### src/rtl/core/i2c_master_byte_controller_unit_macros.svh
// Assertion macros shared by the I2C master byte controller RTL.
// Depends on nothing; each user supplies clk and rst_n in scope.
`ifndef I2C_MASTER_BYTE_CONTROLLER_UNIT_MACROS_SVH
`define I2C_MASTER_BYTE_CONTROLLER_UNIT_MACROS_SVH

// Same-cycle implication, checked out of reset.
`define I2CM_ASSERT_NOW(lbl, ante, cons, msg) \
  lbl: assert property (@(posedge clk) disable iff (!rst_n) (ante) |-> (cons)) else $error(msg);

// Next-cycle implication, checked out of reset.
`define I2CM_ASSERT_NEXT(lbl, ante, cons, msg) \
  lbl: assert property (@(posedge clk) disable iff (!rst_n) (ante) |=> (cons)) else $error(msg);

`endif

### src/rtl/core/i2cm_pkg.sv
// Package for the I2C master byte controller: item types, codes, constants.
// Used by i2cm_front, i2cm_back and the top level.
package i2cm_pkg;

  localparam int QueueDepth = 4;

  localparam logic [7:0] QuarterTicksRst = 8'd3;
  localparam logic [9:0] AckWaitRst      = 10'd100;

  typedef enum logic [1:0] {
    ReqTick  = 2'd0,
    ReqBegin = 2'd1,
    ReqData  = 2'd2
  } req_t;

  typedef enum logic [1:0] {
    EvNone  = 2'd0,
    EvByte  = 2'd1,
    EvStop  = 2'd2
  } event_t;

  typedef enum logic [0:0] {
    CfgQuarterTicks = 1'b0,
    CfgAckWait      = 1'b1
  } cfg_idx_t;

  // Item class as decided by the front end
  typedef enum logic [1:0] {
    CmdTick  = 2'd0,
    CmdBegin = 2'd1,
    CmdData  = 2'd2,
    CmdBad   = 2'd3
  } cmd_kind_t;

  typedef enum logic [8:0] {
    PhIdle    = 9'b000000001,
    PhStart   = 9'b000000010,
    PhTxBit   = 9'b000000100,
    PhAckBit  = 9'b000001000,
    PhAckWait = 9'b000010000,
    PhRxBit   = 9'b000100000,
    PhTxAck   = 9'b001000000,
    PhStop    = 9'b010000000,
    PhHold    = 9'b100000000
  } phase_t;

  typedef struct packed {
    logic [1:0] req_type;
    logic       sda_in;
    logic [6:0] slave_addr;
    logic       read_not_write;
    logic [7:0] data_byte;
    logic       last_byte;
  } in_item_t;

  typedef struct packed {
    logic       scl_level;
    logic       sda_pull_low;
    logic [1:0] event_code;
    logic [7:0] read_data;
    logic       acked;
    logic [7:0] byte_count;
    logic       busy_res;
    logic       cmd_rejected;
  } out_item_t;

  typedef struct packed {
    cmd_kind_t  kind;
    logic       sda;
    logic [6:0] addr;
    logic       rnw;
    logic [7:0] data;
    logic       last;
  } cmd_t;

endpackage

### src/rtl/core/i2cm_front.sv
// Front end: accepts input items, classifies them and queues them.
// Depends on i2cm_pkg and the assertion macro header.
`include "i2c_master_byte_controller_unit_macros.svh"

module i2cm_front #(
  parameter int Depth = i2cm_pkg::QueueDepth
) (
  input  logic               clk,
  input  logic               rst_n,
  input  logic               in_valid,
  output logic               in_ready,
  input  i2cm_pkg::in_item_t in_item,
  output logic               cmd_valid,
  input  logic               cmd_ready,
  output i2cm_pkg::cmd_t     cmd
);

  localparam int PtrW = (Depth > 1) ? $clog2(Depth) : 1;
  localparam int CntW = $clog2(Depth + 1);

  i2cm_pkg::cmd_t   queue_r [Depth];
  logic [PtrW-1:0]  wr_ptr_r, wr_ptr_nxt;
  logic [PtrW-1:0]  rd_ptr_r, rd_ptr_nxt;
  logic [CntW-1:0]  cnt_r, cnt_nxt;
  i2cm_pkg::cmd_t   cls;
  logic             push, pop;

  always_comb begin
    cls.sda  = in_item.sda_in;
    cls.addr = in_item.slave_addr;
    cls.rnw  = in_item.read_not_write;
    cls.data = in_item.data_byte;
    cls.last = in_item.last_byte;
    case (in_item.req_type)
      i2cm_pkg::ReqTick:  cls.kind = i2cm_pkg::CmdTick;
      i2cm_pkg::ReqBegin: cls.kind = i2cm_pkg::CmdBegin;
      i2cm_pkg::ReqData:  cls.kind = i2cm_pkg::CmdData;
      default:            cls.kind = i2cm_pkg::CmdBad;
    endcase
  end

  assign in_ready  = (cnt_r != CntW'(Depth));
  assign push      = in_valid && in_ready;
  assign cmd_valid = (cnt_r != '0);
  assign pop       = cmd_valid && cmd_ready;
  assign cmd       = queue_r[rd_ptr_r];

  always_comb begin
    wr_ptr_nxt = wr_ptr_r;
    rd_ptr_nxt = rd_ptr_r;
    cnt_nxt    = cnt_r;
    if (push) begin
      wr_ptr_nxt = (wr_ptr_r == PtrW'(Depth - 1)) ? '0 : wr_ptr_r + PtrW'(1);
    end
    if (pop) begin
      rd_ptr_nxt = (rd_ptr_r == PtrW'(Depth - 1)) ? '0 : rd_ptr_r + PtrW'(1);
    end
    if (push && !pop) begin
      cnt_nxt = cnt_r + CntW'(1);
    end else if (pop && !push) begin
      cnt_nxt = cnt_r - CntW'(1);
    end
  end

  always_ff @(posedge clk) begin
    if (!rst_n) begin
      wr_ptr_r <= '0;
      rd_ptr_r <= '0;
      cnt_r    <= '0;
    end else begin
      wr_ptr_r <= wr_ptr_nxt;
      rd_ptr_r <= rd_ptr_nxt;
      cnt_r    <= cnt_nxt;
    end
  end

  always_ff @(posedge clk) begin
    if (push) begin
      queue_r[wr_ptr_r] <= cls;
    end
  end

  `I2CM_ASSERT_NOW(a_cnt_bound, 1'b1, cnt_r <= CntW'(Depth), "queue count over depth")
  `I2CM_ASSERT_NEXT(a_cnt_inc, push && !pop, cnt_r == $past(cnt_r) + CntW'(1), "push lost")
  `I2CM_ASSERT_NEXT(a_cnt_dec, pop && !push, cnt_r == $past(cnt_r) - CntW'(1), "pop lost")

endmodule

### src/rtl/core/i2cm_back.sv
// Back end: bit sequencer that executes queued items and registers results.
// Depends on i2cm_pkg and the assertion macro header.
`include "i2c_master_byte_controller_unit_macros.svh"

module i2cm_back (
  input  logic                clk,
  input  logic                rst_n,
  input  logic                cmd_valid,
  output logic                cmd_ready,
  input  i2cm_pkg::cmd_t      cmd,
  input  logic [7:0]          quarter_ticks,
  input  logic [9:0]          ack_wait_ticks,
  output logic                out_valid,
  input  logic                out_ready,
  output i2cm_pkg::out_item_t out_item
);

  i2cm_pkg::phase_t phase_r, phase_nxt;
  logic [7:0] qcnt_r, qcnt_nxt;
  logic [1:0] qidx_r, qidx_nxt;
  logic [3:0] bitcnt_r, bitcnt_nxt;
  logic [7:0] shreg_r, shreg_nxt;
  logic [9:0] awcnt_r, awcnt_nxt;
  logic [7:0] xfer_r, xfer_nxt;
  logic       rmode_r, rmode_nxt;
  logic       final_r, final_nxt;
  logic       scl_r, scl_nxt;
  logic       sdal_r, sdal_nxt;
  logic       addrb_r, addrb_nxt;
  logic       acked_r, acked_nxt;

  logic                out_valid_r;
  i2cm_pkg::out_item_t out_data_r;

  logic [7:0] len, qcnt_inc, xfer_sat;
  logic [9:0] wait_len, aw_inc;
  logic [3:0] bit_inc;
  logic [1:0] ev;
  logic [7:0] rd;
  logic       rej, pop;

  assign len      = (quarter_ticks == 8'd0) ? 8'd1 : quarter_ticks;
  assign wait_len = (ack_wait_ticks == 10'd0) ? 10'd1 : ack_wait_ticks;
  assign qcnt_inc = qcnt_r + 8'd1;
  assign aw_inc   = awcnt_r + 10'd1;
  assign bit_inc  = bitcnt_r + 4'd1;
  assign xfer_sat = (xfer_r == 8'hff) ? xfer_r : xfer_r + 8'd1;

  assign cmd_ready = !out_valid_r || out_ready;
  assign pop       = cmd_valid && cmd_ready;

  always_comb begin
    phase_nxt  = phase_r;
    qcnt_nxt   = qcnt_r;
    qidx_nxt   = qidx_r;
    bitcnt_nxt = bitcnt_r;
    shreg_nxt  = shreg_r;
    awcnt_nxt  = awcnt_r;
    xfer_nxt   = xfer_r;
    rmode_nxt  = rmode_r;
    final_nxt  = final_r;
    scl_nxt    = scl_r;
    sdal_nxt   = sdal_r;
    addrb_nxt  = addrb_r;
    acked_nxt  = acked_r;
    ev         = i2cm_pkg::EvNone;
    rd         = 8'd0;
    rej        = 1'b0;
    case (cmd.kind)
      i2cm_pkg::CmdTick: begin
        if (phase_r != i2cm_pkg::PhIdle && phase_r != i2cm_pkg::PhHold) begin
          // pin drive for the current phase and quarter
          case (phase_r)
            i2cm_pkg::PhStart: begin
              scl_nxt  = (qidx_r < 2'd2);
              sdal_nxt = (qidx_r >= 2'd1);
            end
            i2cm_pkg::PhTxBit: begin
              scl_nxt  = (qidx_r == 2'd1) || (qidx_r == 2'd2);
              sdal_nxt = !shreg_r[~bitcnt_r[2:0]];
            end
            i2cm_pkg::PhTxAck: begin
              scl_nxt  = (qidx_r == 2'd1) || (qidx_r == 2'd2);
              sdal_nxt = !final_r;
            end
            i2cm_pkg::PhAckBit, i2cm_pkg::PhRxBit: begin
              scl_nxt  = (qidx_r == 2'd1) || (qidx_r == 2'd2);
              sdal_nxt = 1'b0;
            end
            i2cm_pkg::PhAckWait: begin
              scl_nxt  = 1'b1;
              sdal_nxt = 1'b0;
            end
            i2cm_pkg::PhStop: begin
              scl_nxt  = (qidx_r >= 2'd1);
              sdal_nxt = (qidx_r < 2'd2);
            end
            default: begin
            end
          endcase

          if (phase_r == i2cm_pkg::PhAckWait) begin
            awcnt_nxt = aw_inc;
            acked_nxt = acked_r || !cmd.sda;
            if (acked_nxt || aw_inc >= wait_len) begin
              phase_nxt = i2cm_pkg::PhAckBit;
              qidx_nxt  = 2'd2;
              qcnt_nxt  = 8'd0;
            end
          end else begin
            qcnt_nxt = qcnt_inc;
            if (qcnt_inc >= len) begin
              qcnt_nxt = 8'd0;
              // end of one quarter
              case (phase_r)
                i2cm_pkg::PhStart: begin
                  if (qidx_r < 2'd2) begin
                    qidx_nxt = qidx_r + 2'd1;
                  end else begin
                    phase_nxt  = i2cm_pkg::PhTxBit;
                    qidx_nxt   = 2'd0;
                    bitcnt_nxt = 4'd0;
                  end
                end
                i2cm_pkg::PhTxBit, i2cm_pkg::PhRxBit: begin
                  if (phase_r == i2cm_pkg::PhRxBit && qidx_r == 2'd1) begin
                    shreg_nxt = {shreg_r[6:0], cmd.sda};
                  end
                  if (qidx_r != 2'd3) begin
                    qidx_nxt = qidx_r + 2'd1;
                  end else begin
                    qidx_nxt   = 2'd0;
                    bitcnt_nxt = bit_inc;
                    if (bit_inc >= 4'd8) begin
                      bitcnt_nxt = 4'd0;
                      if (phase_r == i2cm_pkg::PhTxBit) begin
                        phase_nxt = i2cm_pkg::PhAckBit;
                        awcnt_nxt = 10'd0;
                      end else begin
                        phase_nxt = i2cm_pkg::PhTxAck;
                      end
                    end
                  end
                end
                i2cm_pkg::PhAckBit: begin
                  if (qidx_r == 2'd1) begin
                    phase_nxt = i2cm_pkg::PhAckWait;
                    awcnt_nxt = 10'd0;
                  end else if (qidx_r != 2'd3) begin
                    qidx_nxt = qidx_r + 2'd1;
                  end else begin
                    qidx_nxt = 2'd0;
                    if (!acked_r) begin
                      phase_nxt = i2cm_pkg::PhStop;
                    end else if (addrb_r) begin
                      addrb_nxt = 1'b0;
                      phase_nxt = i2cm_pkg::PhHold;
                      ev        = i2cm_pkg::EvByte;
                    end else begin
                      xfer_nxt  = xfer_sat;
                      ev        = i2cm_pkg::EvByte;
                      phase_nxt = final_r ? i2cm_pkg::PhStop : i2cm_pkg::PhHold;
                    end
                  end
                end
                i2cm_pkg::PhTxAck: begin
                  if (qidx_r != 2'd3) begin
                    qidx_nxt = qidx_r + 2'd1;
                  end else begin
                    qidx_nxt  = 2'd0;
                    xfer_nxt  = xfer_sat;
                    ev        = i2cm_pkg::EvByte;
                    rd        = shreg_r;
                    phase_nxt = final_r ? i2cm_pkg::PhStop : i2cm_pkg::PhHold;
                  end
                end
                i2cm_pkg::PhStop: begin
                  if (qidx_r < 2'd2) begin
                    qidx_nxt = qidx_r + 2'd1;
                  end else begin
                    qidx_nxt  = 2'd0;
                    phase_nxt = i2cm_pkg::PhIdle;
                    scl_nxt   = 1'b1;
                    sdal_nxt  = 1'b0;
                    ev        = i2cm_pkg::EvStop;
                  end
                end
                default: begin
                  phase_nxt = i2cm_pkg::PhIdle;
                  qidx_nxt  = 2'd0;
                end
              endcase
            end
          end
        end
      end
      i2cm_pkg::CmdBegin: begin
        if (phase_r == i2cm_pkg::PhIdle) begin
          rmode_nxt  = cmd.rnw;
          shreg_nxt  = {cmd.addr, cmd.rnw};
          xfer_nxt   = 8'd0;
          acked_nxt  = 1'b0;
          final_nxt  = 1'b0;
          addrb_nxt  = 1'b1;
          bitcnt_nxt = 4'd0;
          qidx_nxt   = 2'd0;
          qcnt_nxt   = 8'd0;
          phase_nxt  = i2cm_pkg::PhStart;
        end else begin
          rej = 1'b1;
        end
      end
      i2cm_pkg::CmdData: begin
        if (phase_r == i2cm_pkg::PhHold) begin
          final_nxt  = cmd.last;
          bitcnt_nxt = 4'd0;
          qidx_nxt   = 2'd0;
          qcnt_nxt   = 8'd0;
          if (rmode_r) begin
            shreg_nxt = 8'd0;
            phase_nxt = i2cm_pkg::PhRxBit;
          end else begin
            shreg_nxt = cmd.data;
            acked_nxt = 1'b0;
            phase_nxt = i2cm_pkg::PhTxBit;
          end
        end else begin
          rej = 1'b1;
        end
      end
      default: begin
        rej = 1'b1;
      end
    endcase
  end

  always_ff @(posedge clk) begin
    if (!rst_n) begin
      phase_r     <= i2cm_pkg::PhIdle;
      qcnt_r      <= 8'd0;
      qidx_r      <= 2'd0;
      bitcnt_r    <= 4'd0;
      shreg_r     <= 8'd0;
      awcnt_r     <= 10'd0;
      xfer_r      <= 8'd0;
      rmode_r     <= 1'b0;
      final_r     <= 1'b0;
      scl_r       <= 1'b1;
      sdal_r      <= 1'b0;
      addrb_r     <= 1'b0;
      acked_r     <= 1'b0;
      out_valid_r <= 1'b0;
    end else begin
      if (pop) begin
        phase_r  <= phase_nxt;
        qcnt_r   <= qcnt_nxt;
        qidx_r   <= qidx_nxt;
        bitcnt_r <= bitcnt_nxt;
        shreg_r  <= shreg_nxt;
        awcnt_r  <= awcnt_nxt;
        xfer_r   <= xfer_nxt;
        rmode_r  <= rmode_nxt;
        final_r  <= final_nxt;
        scl_r    <= scl_nxt;
        sdal_r   <= sdal_nxt;
        addrb_r  <= addrb_nxt;
        acked_r  <= acked_nxt;
      end
      if (pop) begin
        out_valid_r <= 1'b1;
      end else if (out_ready) begin
        out_valid_r <= 1'b0;
      end
    end
  end

  always_ff @(posedge clk) begin
    if (pop) begin
      out_data_r.scl_level    <= scl_nxt;
      out_data_r.sda_pull_low <= sdal_nxt;
      out_data_r.event_code   <= ev;
      out_data_r.read_data    <= rd;
      out_data_r.acked        <= acked_nxt;
      out_data_r.byte_count   <= xfer_nxt;
      out_data_r.busy_res     <= (phase_nxt != i2cm_pkg::PhIdle) &&
                                 (phase_nxt != i2cm_pkg::PhHold);
      out_data_r.cmd_rejected <= rej;
    end
  end

  assign out_valid = out_valid_r;
  assign out_item  = out_data_r;

  `I2CM_ASSERT_NEXT(a_rej_keeps_phase, pop && (cmd.kind == i2cm_pkg::CmdBad), phase_r == $past(phase_r), "bad item moved phase")
  `I2CM_ASSERT_NOW(a_stop_released, out_valid_r && (out_data_r.event_code == i2cm_pkg::EvStop), !out_data_r.busy_res && out_data_r.scl_level && !out_data_r.sda_pull_low, "STOP end not released")
  `I2CM_ASSERT_NEXT(a_stall_holds, out_valid_r && !out_ready, $stable(phase_r) && $stable(xfer_r), "state moved under stall")

endmodule

### src/rtl/core/i2c_master_byte_controller_unit.sv
// Top level of the I2C master byte controller: config registers, front end, back end.
// Depends on i2cm_pkg, i2cm_front and i2cm_back.
//
// Open-drain I2C master driven one item at a time. Each input item is a
// tick (one base time unit, carrying the sampled SDA level), a begin command
// (START, seven-bit address and direction bit, then ACK wait) or a data
// command (one byte written MSB first or read and answered ACK/NAK). Every
// item yields exactly one result item with the SCL/SDA drive levels, an
// event code, received data, ACK status, byte count and busy/reject flags.
// Commands take no time: their pin levels repeat those of the item before.
// Throughput is one item per clock cycle while the result side does not stall;
// the whole bit sequencer updates for each item in the back end. An item passes
// through the input queue and then the result register; a result-side stall holds it.
// A four-entry queue (QDepth) separates the input handshake from the
// sequencer. While a result waits in the result register the sequencer
// holds, and the queue keeps taking items until it is full; in_ready then
// stays low until the result side moves again. Registers: index 0
// quarter_ticks (ticks per SCL quarter, 0 acts as 1, reset 3), index 1
// ack_wait_ticks (ACK window in ticks, 0 acts as 1, reset 100). Write them
// only while the block is idle. Not handled: pin setup and clock stretching.

module i2c_master_byte_controller_unit #(
  parameter int QDepth = i2cm_pkg::QueueDepth
) (
  input  logic                clk,
  input  logic                rst_n,
  input  logic                in_valid,
  output logic                in_ready,
  input  i2cm_pkg::in_item_t  in_item,
  output logic                out_valid,
  input  logic                out_ready,
  output i2cm_pkg::out_item_t out_item,
  input  logic                cfg_we,
  input  logic [0:0]          cfg_idx,
  input  logic [9:0]          cfg_wdata
);

  logic [7:0] quarter_ticks_r;
  logic [9:0] ack_wait_r;

  logic           cmd_valid;
  logic           cmd_ready;
  i2cm_pkg::cmd_t cmd;

  // config registers; plain write, no read-back
  always_ff @(posedge clk) begin
    if (!rst_n) begin
      quarter_ticks_r <= i2cm_pkg::QuarterTicksRst;
      ack_wait_r      <= i2cm_pkg::AckWaitRst;
    end else if (cfg_we) begin
      case (cfg_idx)
        i2cm_pkg::CfgQuarterTicks: quarter_ticks_r <= cfg_wdata[7:0];
        i2cm_pkg::CfgAckWait:      ack_wait_r      <= cfg_wdata;
        default: begin
        end
      endcase
    end
  end

  // classify and queue
  i2cm_front #(
    .Depth (QDepth)
  ) u_front (
    .clk       (clk),
    .rst_n     (rst_n),
    .in_valid  (in_valid),
    .in_ready  (in_ready),
    .in_item   (in_item),
    .cmd_valid (cmd_valid),
    .cmd_ready (cmd_ready),
    .cmd       (cmd)
  );

  // bit sequencer and result register
  i2cm_back u_back (
    .clk            (clk),
    .rst_n          (rst_n),
    .cmd_valid      (cmd_valid),
    .cmd_ready      (cmd_ready),
    .cmd            (cmd),
    .quarter_ticks  (quarter_ticks_r),
    .ack_wait_ticks (ack_wait_r),
    .out_valid      (out_valid),
    .out_ready      (out_ready),
    .out_item       (out_item)
  );

endmodule

### config.mk
export PLATFORM = sky130hd
export DESIGN_NAME = i2c_master_byte_controller_unit
export DESIGN_NICKNAME = d
export VERILOG_FILES = /design/src/rtl/core/i2cm_pkg.sv /design/src/rtl/core/i2cm_front.sv /design/src/rtl/core/i2cm_back.sv /design/src/rtl/core/i2c_master_byte_controller_unit.sv
export VERILOG_INCLUDE_DIRS = /design/src /design/src/rtl/core
export SDC_FILE = /design/constraint.sdc
export NUM_CORES = 1
export LEC_CHECK = 0
export ABC_CLOCK_PERIOD_IN_PS = 3200
export BUFFER_PORTS_ARGS = -buffer_cell sky130_fd_sc_hd__buf_2
export CORE_MARGIN = 8
export CORE_UTILIZATION = 50
export CTS_CLUSTER_DIAMETER = 80
export DETAILED_ROUTE_END_ITERATION = 7
export PLACE_DENSITY = 0.7
export SLEW_MARGIN = 25
export SYNTH_ARGS = -nofsm -noshare
export SYNTH_HDL_FRONTEND = slang
export SYNTH_HIERARCHICAL = 1
export SYNTH_SLANG_ARGS = --single-unit
### constraint.sdc
create_clock -name clk -period 3.2 [get_ports clk]
set_input_delay 0.96 -clock clk [delete_from_list [all_inputs] [get_ports clk]]
set_output_delay 0.96 -clock clk [all_outputs]
set_load 0.05 [all_outputs]
Word-level counts from Yosys, hierarchy flattened

Memories as Yosys holds them, arrays and structs flattened. A register that Yosys moved wholly into a read port is not among the register bits.
Index checks and enable logic that the tools add are counted.

Register bits: 104
Memory bits (writable): 80
Input port bits: 36
Memories kept: 1

Memory list:

| memory          | depth | width | rd ports | clocked after memory_dff | wr ports | line             | text |
|---|---|---|---|---|---|---|---|
| u_front.queue_r | 4     | 20    | 1        | 1                        | 1        | i2cm_front.sv:21 | `i2cm_pkg::cmd_t queue_r [Depth];` |

Add/sub/neg operators: 9
Magnitude comparators: 6
Equality and inequality tests: 45
Mux-type cells: 132
Bitwise gates (word level): 6
Reduce and logical (&&, ||, !) cells: 46

Operator list:

| operator              | count |
|---|---|
| $mux 8                | 25 |
| $mux 9                | 16 |
| $mux 10               | 7 |
| $pmux 8 s3            | 2 |
| $pmux 9 s5            | 1 |
| $mux 1                | 36 |
| $mux 2                | 16 |
| $mux 4                | 8 |
| $pmux 8 s2            | 2 |
| $pmux 9 s3            | 1 |
| $pmux 2 s3            | 4 |
| $pmux 10 s2           | 1 |
| $reduce_and 10->1     | 2 |
| $ne 9x1->1 const B    | 2 |
| $ne 9x9->1 const B    | 2 |
| $reduce_and 9->1      | 2 |
| $add 8x1->8 const B   | 2 |
| $ne 3x3->1 const B    | 5 |
| $ne 2x1->1 const B    | 6 |
| $ne 2x2->1 const B    | 6 |
| $ne 3x1->1 const B    | 4 |
| $pmux 4 s3            | 1 |
| $add 10x1->10 const B | 1 |
| $eq 2x2->1 const B    | 5 |
| other kinds (51)      | 87 |

Longest topological paths before layout

Gate-level depths: netlist of run 1.

Word-level depth: 12
Gate-level depth with buffers: 14
Gate-level depth less buffers: 14

By module

The synthesis of run 1 kept the hierarchy.

By module, submodules not included:

| module                          | instances | cells an instance | area an instance (um^2) | sequential area each (um^2) |
|---|---|---|---|---|
| i2cm_back                       | 1         | 670               | 5430.2                  | 1811.7 |
| i2cm_front                      | 1         | 157               | 3363.2                  | 2582.5 |
| i2c_master_byte_controller_unit | 1         | 78                | 718.2                   | 360.3 |

Worst setup path before layout of run 1

Ideal clock, no wire load.

Path kind: reg2reg
From: register u_back.qcnt_r[2]
To: register u_back.awcnt_r[3]
Library setup time: 132 ps
Arrival time: 3191 ps
Required time: 3068 ps
Slack: -123 ps
Cell stages (with the launch flop): 15
Period minus slack after synthesis: 3323 ps
Path through: dfxtp_1 nand3_1 nor2_1 nand3_1 xnor2_1 ha_1 o21a_1 nor2_1 nor4_1 nor2_1 o21ai_0 or4b_1 buf_2 o21ai_0 a21oi_1

Cells in the longest elaborated chain, start to end: 4

Ends and longest elaborated chain:

| element                            | line             | text |
|---|---|---|
| start, declared                    | i2cm_back.sv:19  | `logic [7:0] qcnt_r, qcnt_nxt;` |
| start signal, assigned             | i2cm_back.sv:256 | `qcnt_r <= qcnt_nxt;` |
| $add 8x1->8                        | i2cm_back.sv:44  | `assign qcnt_inc = qcnt_r + 8'd1;` |
| $ge 8x8->1                         | i2cm_back.sv:112 | `if (qcnt_inc >= len) begin` |
| $reduce_bool 2->1 (no source line) | --               |  |
| $reduce_and 9->1 (no source line)  | --               |  |
| end signal, assigned               | i2cm_back.sv:260 | `awcnt_r <= awcnt_nxt;` |
| end, declared                      | i2cm_back.sv:23  | `logic [9:0] awcnt_r, awcnt_nxt;` |

Every way passes these cells.
A chain may end at the register's enable or synchronous reset.

Worst setup path after layout of run 1

From: register u_back.qcnt_r[1]
To: register u_back.awcnt_r[4]

Same word-level chain as after synthesis.

==> results of run 1 <==
[flip-flops by register name, summed over array words and instances, names as in the netlist, 3 cells and up, named ones only]
name / count
ack_wait_r: 10
quarter_ticks_r: 8
u_back/awcnt_r: 10
u_back/bitcnt_r: 4
u_back/out_item: 23
u_back/phase_r: 9
u_back/qcnt_r: 8
u_back/shreg_r: 8
u_back/xfer_r: 8
u_front/cnt_r: 3
u_front/queue_r: 80
[cell usage in the layout, fill, tap and decap left out, types with 24 or more instances in the layout]
master / netlist / final
edfxtp_1: 103 / 103
nand2_1: 82 / 81
dfxtp_1: 83 / 76
nor2_1: 80 / 76
buf_4: 2 / 65
buf_2: 17 / 60
a21oi_1: 60 / 57
inv_1: 38 / 38
o21ai_0: 37 / 37
ha_1: 37 / 37
nand3_1: 31 / 29
mux2i_1: 24 / 24
[power groups by stage]
stage               combinational [uW]  clock, uW  sequential [uW]
floorplan                         2170          0             3560
global placement                  3690          0             3210
detailed placement                3720          0             3210
CTS                               3740       2300             3160
global route                      4110       2390             3210
finish                            3800       2250             3170
[path summary, 6_finish.rpt]
| kind | from | endpoint | slack [ps] | cells past startpoint |
|---|---|---|---|---|
| setup / recovery | u_back/qcnt_r[1] | u_back/awcnt_r[4] | 150 | 14 |
| hold / removal | quarter_ticks_r[2] | quarter_ticks_r[2] | 460 | 2 |
| setup reg to reg | u_back/qcnt_r[1] | u_back/awcnt_r[4] | 150 | 14 |
| hold reg to reg | quarter_ticks_r[2] | quarter_ticks_r[2] | 460 | 2 |
[kinds of logic after synthesis]
group                    synth area share, %
AO/OA/AOI/OAI                           13.6
XOR/XNOR                                1.84
adder cells (fa/ha/maj)                 5.08
buffers and inverters                   3.99
flip-flops                              50.0
multiplexers                            7.85
AND/OR/NAND/NOR                         17.6
[stage by stage]
| stage | utilization (%) | area [sq um] | cells | total power [uW] |
|---|---|---|---|---|
| 2_1_floorplan | - | 9530 | 905 | 5730 |
| 3_3_place_gp | 55.7 | 10400 | 1220 | 6900 |
| 3_5_place_dp | 55.7 | 10400 | 1220 | 6930 |
| 4_1_cts | 59.2 | 11100 | 1252 | 9210 |
| 5_1_grt | 59.8 | 11200 | 1252 | 9710 |
| 6_report | 59.8 | 11200 | 1252 | 9220 |
[metal layers]
metal  vias to the layer above  wire, um  part of all wire (%)
met5                         -         0                     0
met4                         0       531                   2.3
met3                        43      1110                   4.9
met2                       203     10900                    48
met1                      3527     10100                    45
li1                       3558         -                     -
[timing repair]
action / in CTS / in global routing
resized for setup: 1 / 28
pin swaps: 0 / 5
endpoints found under the setup margin: 3 / 54
[cell type report]
type,instances,area (sq um),area share [%]
Clock buffer,17,425,3.81
Clock inverter,15,235,2.10
Tap cell,234,293,2.62
Inverter,39,146,1.31
Sequential cell,186,4770,42.7
Timing Repair Buffer,127,828,7.41
Multi-Input combinational cell,634,4480,40.1
[critical path: cells and delay by family (launching register included)]
family                     cells  cell delay (ps)
xor gates and xnor gates       1              170
buffers and inverters          1              140
and+or+nand+nor                7             1380
AOI/OAI and AO/OA              4              590
adders and majority gates      1              300
DFF                            1              370
==> impl_metrics.toml, run 1 <==
[clocking]
h-tree-depth = 4
cts_tree = "done"
clock_latency_ps = 440
holdBufCountCts = 0
clockRootBuffer = "clkbuf_16"
cts_sinks = 186
path_clk_slew_ps = 80
clockBufferDepth = 2
numCtsBuffers = 17
post-cts-setup-buffers = 0

[placement]
dpl.hpwl_um = 16100
gp_congestion = 0.968
place_worst_setup_slack_ps = 31.4
io_buffers = 60

[global_route]
grt_pass1_wl_um = 36900
grtUsageMet2_pct = 32.3
grt.met1_usage_pct = 24.4
grt_usage_pct = 19.4
antenna_found_initial = 0
grt_max_degree = 45
busiest_layer = "met2"
use_met3_pct = 3.76
grt_pass1_vias = 7254
grt-ovfl-total = 0

[power_and_ir_drop]
peakVddDrop_uv = 506
internal-power_uw = 5520
powerDensity_nw_per_um2 = 825
seqPwrFrac_pct = 34.3
p_comb_share_pct = 41.2
swShare_pct = 40.1
p_clk_share_pct = 24.4
p_leak_uw = 0.00423
power.net_switching_uw = 3690

[timing]
worst_pin_slew_ps = 805
post-route-min-period_ps = 3050
slew_violations = 0
fmax_mhz = 327
fin_crit_sh_pct = 95.4
fin_skew_ps = 14.2
grt_setup_unrepaired = "true"
hold_violations = 0
setup_viol = 0
relSlewSlack_pct = 46.2
fin_ws_ps = 146
setup-tns-final_ps = 0
hold_slack_ps = 461

[floorplan]
core_sq_um = 18700
num_rows = 50
dieWidth_um = 154
die_y_um = 154
start_util_pct = 50.8
ioPinCount = 61
die_area_sq_um = 23700

[cells_and_area]
n_antenna_cell = 0
layout-drive-gt1-share_pct = 23.3
fin_nets = 1079
area_growth_pct = 17.5
fillCellCount = 1551

[synthesis]
synth_ff_type = "edfxtp_1"
synth.area.top_cells = "edfxtp_1, dfxtp_1, mux4_2, ha_1, nand2_1"
yosysSeqAreaShare_pct = 50.0
yosysTopAreaCellShare_pct = 32.5
synthCells = 905
synth_area_per_cell_sq_um = 10.5
synth_area_sq_um = 9510
synth.most_common_cell = "edfxtp_1"
synth_edf_count = 103
synthArstFlopShare_pct = 0
yosys.area.top_type = "edfxtp_1"
ys_ff_latch = 186
ys_warn_count = 6
synthesis.nets = 979
synth_top_cells_by_count = "edfxtp_1, dfxtp_1, nand2_1"
ys_types = 80

[routing]
first_iter_violations = 375
avgRoutedWirePerCell_um = 18.1
antenna_left = 0
vias = 7331
vias_per_cell = 5.86
drt_first_pass_iters = 5
drc = 0
routed_wl_um = 22700

[critical_path]
cp_slowest_cell = "or4b_4"
startpoint_type = "register"
cp_max_fo = 10
max_stage_delay_ps = 570
worstPathArrival_ps = 3380
crit_chain = "nand3_1, nor2_2, nand3_1, xnor2_2, ha_1, o21a_1, nor2_2, buf_4, nor2_1, nor2_1, o21ai_0, or4b_4, o21ai_0, a21oi_1"
crit_type = "reg -> reg"
cp.required_ps = 3530
end_kind = "register"

[hold_path]
hp-class = "reg -> reg"

[run_status]
status = "completed"

[job]
drv_cap = 0
Note: power is estimated with default switching activity, not from simulation.
==> run 2, diff against run 1 <==
- ABC_CLOCK_PERIOD_IN_PS: 3200 -> 2900
- PLACE_DENSITY: 0.7 -> 0.68
- clock period: 3.2 -> 2.9 ns (I/O delays scaled with it)
==> run 2 against run 1 <==
Against the previous run: the run now ends with setup timing left; cell count increased by 5.8%; register-to-register slack got worse by 300 ps; core utilization increased by 5.7 points; count of clock-buffer cells in the layout unchanged; worst hold slack improved by 1.5 ps; flip-flop and latch count unchanged; first-iteration DRC count increased by 57%; highest routed layer unchanged; critical path depth unchanged; total power increased by 16%.
==> impl_metrics.toml, run 2 (synthesis results as in run 1) <==
[run_status]
status = "complete, but fails checks"
violations = "setup timing"

[routing]
routed_wl_um = 25300
vias_per_cell = 5.86
drc = 0
vias = 7760
avgRoutedWirePerCell_um = 19.1
first_iter_violations = 587
drt_first_pass_iters = 5
antenna_left = 0

[placement]
gp_congestion = 0.983
dpl.hpwl_um = 17300
dp.cells = 1269
post_dp_cell_area_sq_um = 10900
io_buffers = 60

[timing]
hold_violations = 0
setup-tns-final_ps = -2640
fin_ws_ps = -154
grt_setup_unrepaired = "true"
setup_viol = 33
slew_violations = 0
worst_pin_slew_ps = 546
relSlewSlack_pct = 62.6
fmax_mhz = 327
fin_skew_ps = 11.2
fin_crit_sh_pct = 105
post-route-min-period_ps = 3050
hold_slack_ps = 463

[hold_path]
hp-class = "reg -> reg"

[power_and_ir_drop]
peakVddDrop_uv = 469
powerDensity_nw_per_um2 = 874
p_leak_uw = 0.00471

[cells_and_area]
design_area_sq_um = 12200
final_cells = 1325
largest_reg_flops = 80
fin_nets = 1152
fillCellCount = 1456
layout_commonest_cell = "buf_4"
layout-drive-gt1-share_pct = 34.6
area_growth_pct = 28.7
final_cell_mix = "buf_4, edfxtp_1, nand2_1"
top_register = "u_front/queue_r"
n_antenna_cell = 0

[clocking]
clockBufferDepth = 2
h-tree-depth = 4
cts_tree = "done"
numCtsBuffers = 17
holdBufCountCts = 0
path_clk_slew_ps = 80
clock_latency_ps = 450
cts_sinks = 186
clockRootBuffer = "clkbuf_16"

[global_route]
grt_usage_pct = 21.0
grt_max_degree = 51
antenna_found_initial = 0
grt-ovfl-total = 0
grt_pass1_wl_um = 39800
grt_pass1_vias = 7729

[critical_path]
cp_common_cell = "nor2_4"
end_kind = "register"
crit_type = "reg -> reg"
crit_chain = "ha_4, buf_6, xor2_2, ha_2, o21a_1, nor2_4, nor4_4, buf_4, nor2_4, o21ai_2, or4b_4, buf_8, o21ai_4, a21oi_2"
worstPathArrival_ps = 3380
cp_slowest_cell = "or4b_4"
cp_max_fo = 5
max_stage_delay_ps = 550
cp.required_ps = 3220
startpoint_type = "register"

[floorplan]
core_sq_um = 18700
num_rows = 50
die_area_sq_um = 23700
start_util_pct = 50.8
dieWidth_um = 154
ioPinCount = 61
die_y_um = 154

[job]
drv_cap = 0
## run 2: layer usage
layer  share of wire (%)  GRT usage, %
met4                 2.4          8.26
met5                   0             0
met1                  43          25.9
met2                  50          35.8
met3                 5.3          4.15
## run 2: stage by stage
stage	util [%]	setup WS, ps	power, uW
final	65.5	-154	10700
after detailed placement	58.0	-226	7890
after global placement	58.0	-210	7850
after global routing	65.5	-260	11300
after floorplan	-	-109	6450
after CTS	63.2	-116	10500
## run 2: report_power, final
part | internal [uW] | switching (uW)
clock network | 1200 | 1210
logic | 1910 | 2910
registers | 3240 | 234
## run 2: critical path, delay by kind of cell (launching register included)
kind / cells / cell delay [ps]
buffers and inverters: 3 / 480
adders and majority gates: 2 / 470
and+or+nand+nor: 4 / 950
AOI/OAI and AO/OA: 4 / 530
xor gates and xnor gates: 1 / 140
DFF: 1 / 370
## run 2: final cells by class
cell class              count  area [sq um]  share of cell area (%)
multi-input cells         634          4940                    40.3
inverters                  39           146                    1.20
well taps                 234           293                    2.39
repair buffers            200          1460                    11.9
clock inverters            15           206                    1.69
flip-flops and latches    186          4780                    39.0
clock buffers              17           425                    3.47
## run 2: worst paths after layout
| check | from | to | slack, ps | depth (start not counted) |
|---|---|---|---|---|
| worst max-delay path | u_back/qcnt_r[0] | u_back/awcnt_r[5] | -150 | 14 |
| worst min-delay path | quarter_ticks_r[3] | quarter_ticks_r[3] | 460 | 2 |
| worst max register to register | u_back/qcnt_r[0] | u_back/awcnt_r[5] | -150 | 14 |
| worst min register to register | quarter_ticks_r[3] | quarter_ticks_r[3] | 460 | 2 |
## run 2: timing repair
item / 4_1_cts / 5_1_grt
setup buffers: 12 / 13
cloned: 1 / 0
resized for setup: 63 / 70
setup endpoints to repair: 53 / 64
pin swaps: 43 / 45
==> run 3, diff against run 2 <==
- CELL_PAD_IN_SITES_DETAIL_PLACEMENT: unset -> 1
- CELL_PAD_IN_SITES_GLOBAL_PLACEMENT: unset -> 2
- CORE_UTILIZATION: 50 -> 28
- CTS_BUF_LIST: unset -> sky130_fd_sc_hd__clkbuf_4
- PLACE_DENSITY: 0.68 -> unset
- PLACE_DENSITY_LB_ADDON: unset -> 0.1
==> run 3 against run 2 <==
Against the previous run: the flow still finishes with violations (setup timing); critical path depth is the same; first-iteration DRC count shrank 33%; setup slack gained 45 ps; core utilization shrank 28 points; die area grew 69%; final area grew 2.4%; sequential share of layout area shrank 0.92 points; combinational power grew 8.7%; flip-flop and latch count is the same; critical endpoint is now u_back/phase_r[3].
==> impl_metrics.toml, run 3 (synthesis results as in run 1) <==
[run_status]
status = "complete, but fails checks"
violations = "setup timing"

[critical_path]
startpoint_type = "register"
max_stage_delay_ps = 410
cp_slowest_cell = "dfxtp_4"
cp_max_fo = 5
crit_chain = "ha_4, nand3_4, nor2_2, xor2_2, ha_2, o21a_1, nor2_4, nor4_4, buf_4, o21a_4, a2111o_1, a22oi_2, nand2_1, a21oi_1"
worstRegToRegCells = 14
r2r-end = "u_back/phase_r[3]"
crit_buf_inv = 1
r2r_setup_slack_ps = -110
r2r_start = "u_back/qcnt_r[1]"
cp.required_ps = 3470
cp_num_cells = 14
critPathTopFamily = "compound AO/OA/AOI/OAI gates"
end_kind = "register"
crit_type = "reg -> reg"
worstPathArrival_ps = 3580

[cells_and_area]
layout_commonest_cell = "buf_4"
layout-drive-gt1-share_pct = 37.5
area_growth_pct = 31.9
final_core_util_pct = 37.4
largest_reg_flops = 80
fin_nets = 1185
top_register = "u_front/queue_r"
final_cell_mix = "buf_4, edfxtp_1, nand2_1"
fillCellCount = 3776

[power_and_ir_drop]
peakVddDrop_uv = 457
p_leak_uw = 0.00472
total_power_uw = 10300
powerDensity_nw_per_um2 = 817

[timing]
slew_violations = 0
hold_slack_ps = 435
relSlewSlack_pct = 55.3
fin_crit_sh_pct = 104
fin_skew_ps = 25.9
hold_violations = 0
setup_viol = 22
post-route-min-period_ps = 3010
fin_ws_ps = -109
fmax_mhz = 332
worst_pin_slew_ps = 663
grt_setup_unrepaired = "true"

[routing]
drt_first_pass_iters = 4
antenna_left = 0
avgRoutedWirePerCell_um = 19.3
vias = 7766
vias_per_cell = 4.94
first_iter_violations = 395
drc = 0
routed_wl_um = 30300

[clocking]
clockRootBuffer = "clkbuf_4"
holdBufCountCts = 0
clockBufferDepth = 2
h-tree-depth = 4
path_clk_slew_ps = 180
cts_sinks = 186
cts_tree = "done"
numCtsBuffers = 17
clock_latency_ps = 630

[global_route]
grt_pass1_vias = 8185
grt_usage_pct = 14.9
grt_pass1_wl_um = 47400
antenna_found_initial = 1
grt_max_degree = 52
grt-ovfl-total = 0

[hold_path]
hp-class = "in -> reg"
whs_endpoint = "u_front/queue_r[0][12]"
hold_depth = 1
hold_path_startpoint = "in_item[12]"

[floorplan]
start_util_pct = 28.4
core_sq_um = 33500
ioPinCount = 61
die_y_um = 200
die_area_sq_um = 40100
dieWidth_um = 200
num_rows = 67

[placement]
gp_congestion = 0.822
io_buffers = 60
dpl.hpwl_um = 21800
place_worst_setup_slack_ps = -381

[job]
drv_cap = 0
[run 3: cell type report]
type	instances	area, sq um	area share (%)
timing repair buffer	232	1700	13.5
clock buffer	18	135	1.08
antenna	1	2.50	0.0200
inverter	39	150	1.20
tap	448	561	4.47
clock inverter	14	153	1.22
sequential	186	4780	38.1
multi-input combinational	635	5070	40.4
[run 3: worst max path at each step]
stage / endpoint / slack [ps] / from
2_1_floorplan: u_back/qidx_r[0] / -110 / register
3_3_place_gp: u_back/out_item[7] / -320 / u_back/qcnt_r[0]
3_5_place_dp: u_back/qidx_r[0] / -380 / u_back/qcnt_r[0]
4_1_cts: u_back/qidx_r[0] / -70 / u_back/awcnt_r[1]
5_1_grt: u_back/out_item[1] / -270 / u_back/awcnt_r[0]
6_report: u_back/phase_r[3] / -110 / u_back/qcnt_r[1]
[run 3: metrics by stage]
stage,cells,setup TNS (ps),cell area [sq um]
finish,1573,-902,12500
global route,1573,-7300,12500
CTS,1560,-726,12100
detailed placement,1512,-13580,11300
global placement,1512,-10090,11300
floorplan,905,-115,9640
[run 3: layer usage]
metal	up-vias	share of wire (%)	GRT usage, %	wire [um]
met4	0	1.2	3.92	371
met1	3863	48	19.8	14400
met5	-	0	0	0
li1	3779	-	-	-
met2	100	48	24.6	14600
met3	24	3.0	2.78	894
[run 3: power by group]
group          switching [uW]  total [uW]  internal [uW]
logic                    3130        5240           2110
registers                 256        3500           3240
clock network            1040        1510            474
total                    4420       10300           5830
[run 3: repair_timing]
action,in CTS,in global routing
cloned,0,1
setup buffers,17,12
pin swaps,40,51
resized for setup,80,74
endpoints found under the setup margin,70,67
[run 3: worst reg2reg max path: stages, from the launching register on]
cell	delay, ps
dfxtp_4	410
ha_4	160
nand3_4	90
nor2_2	130
xor2_2	200
ha_2	300
o21a_1	190
nor2_4	220
nor4_4	60
buf_4	150
o21a_4	240
a2111o_1	380
a22oi_2	200
nand2_1	100
a21oi_1	130
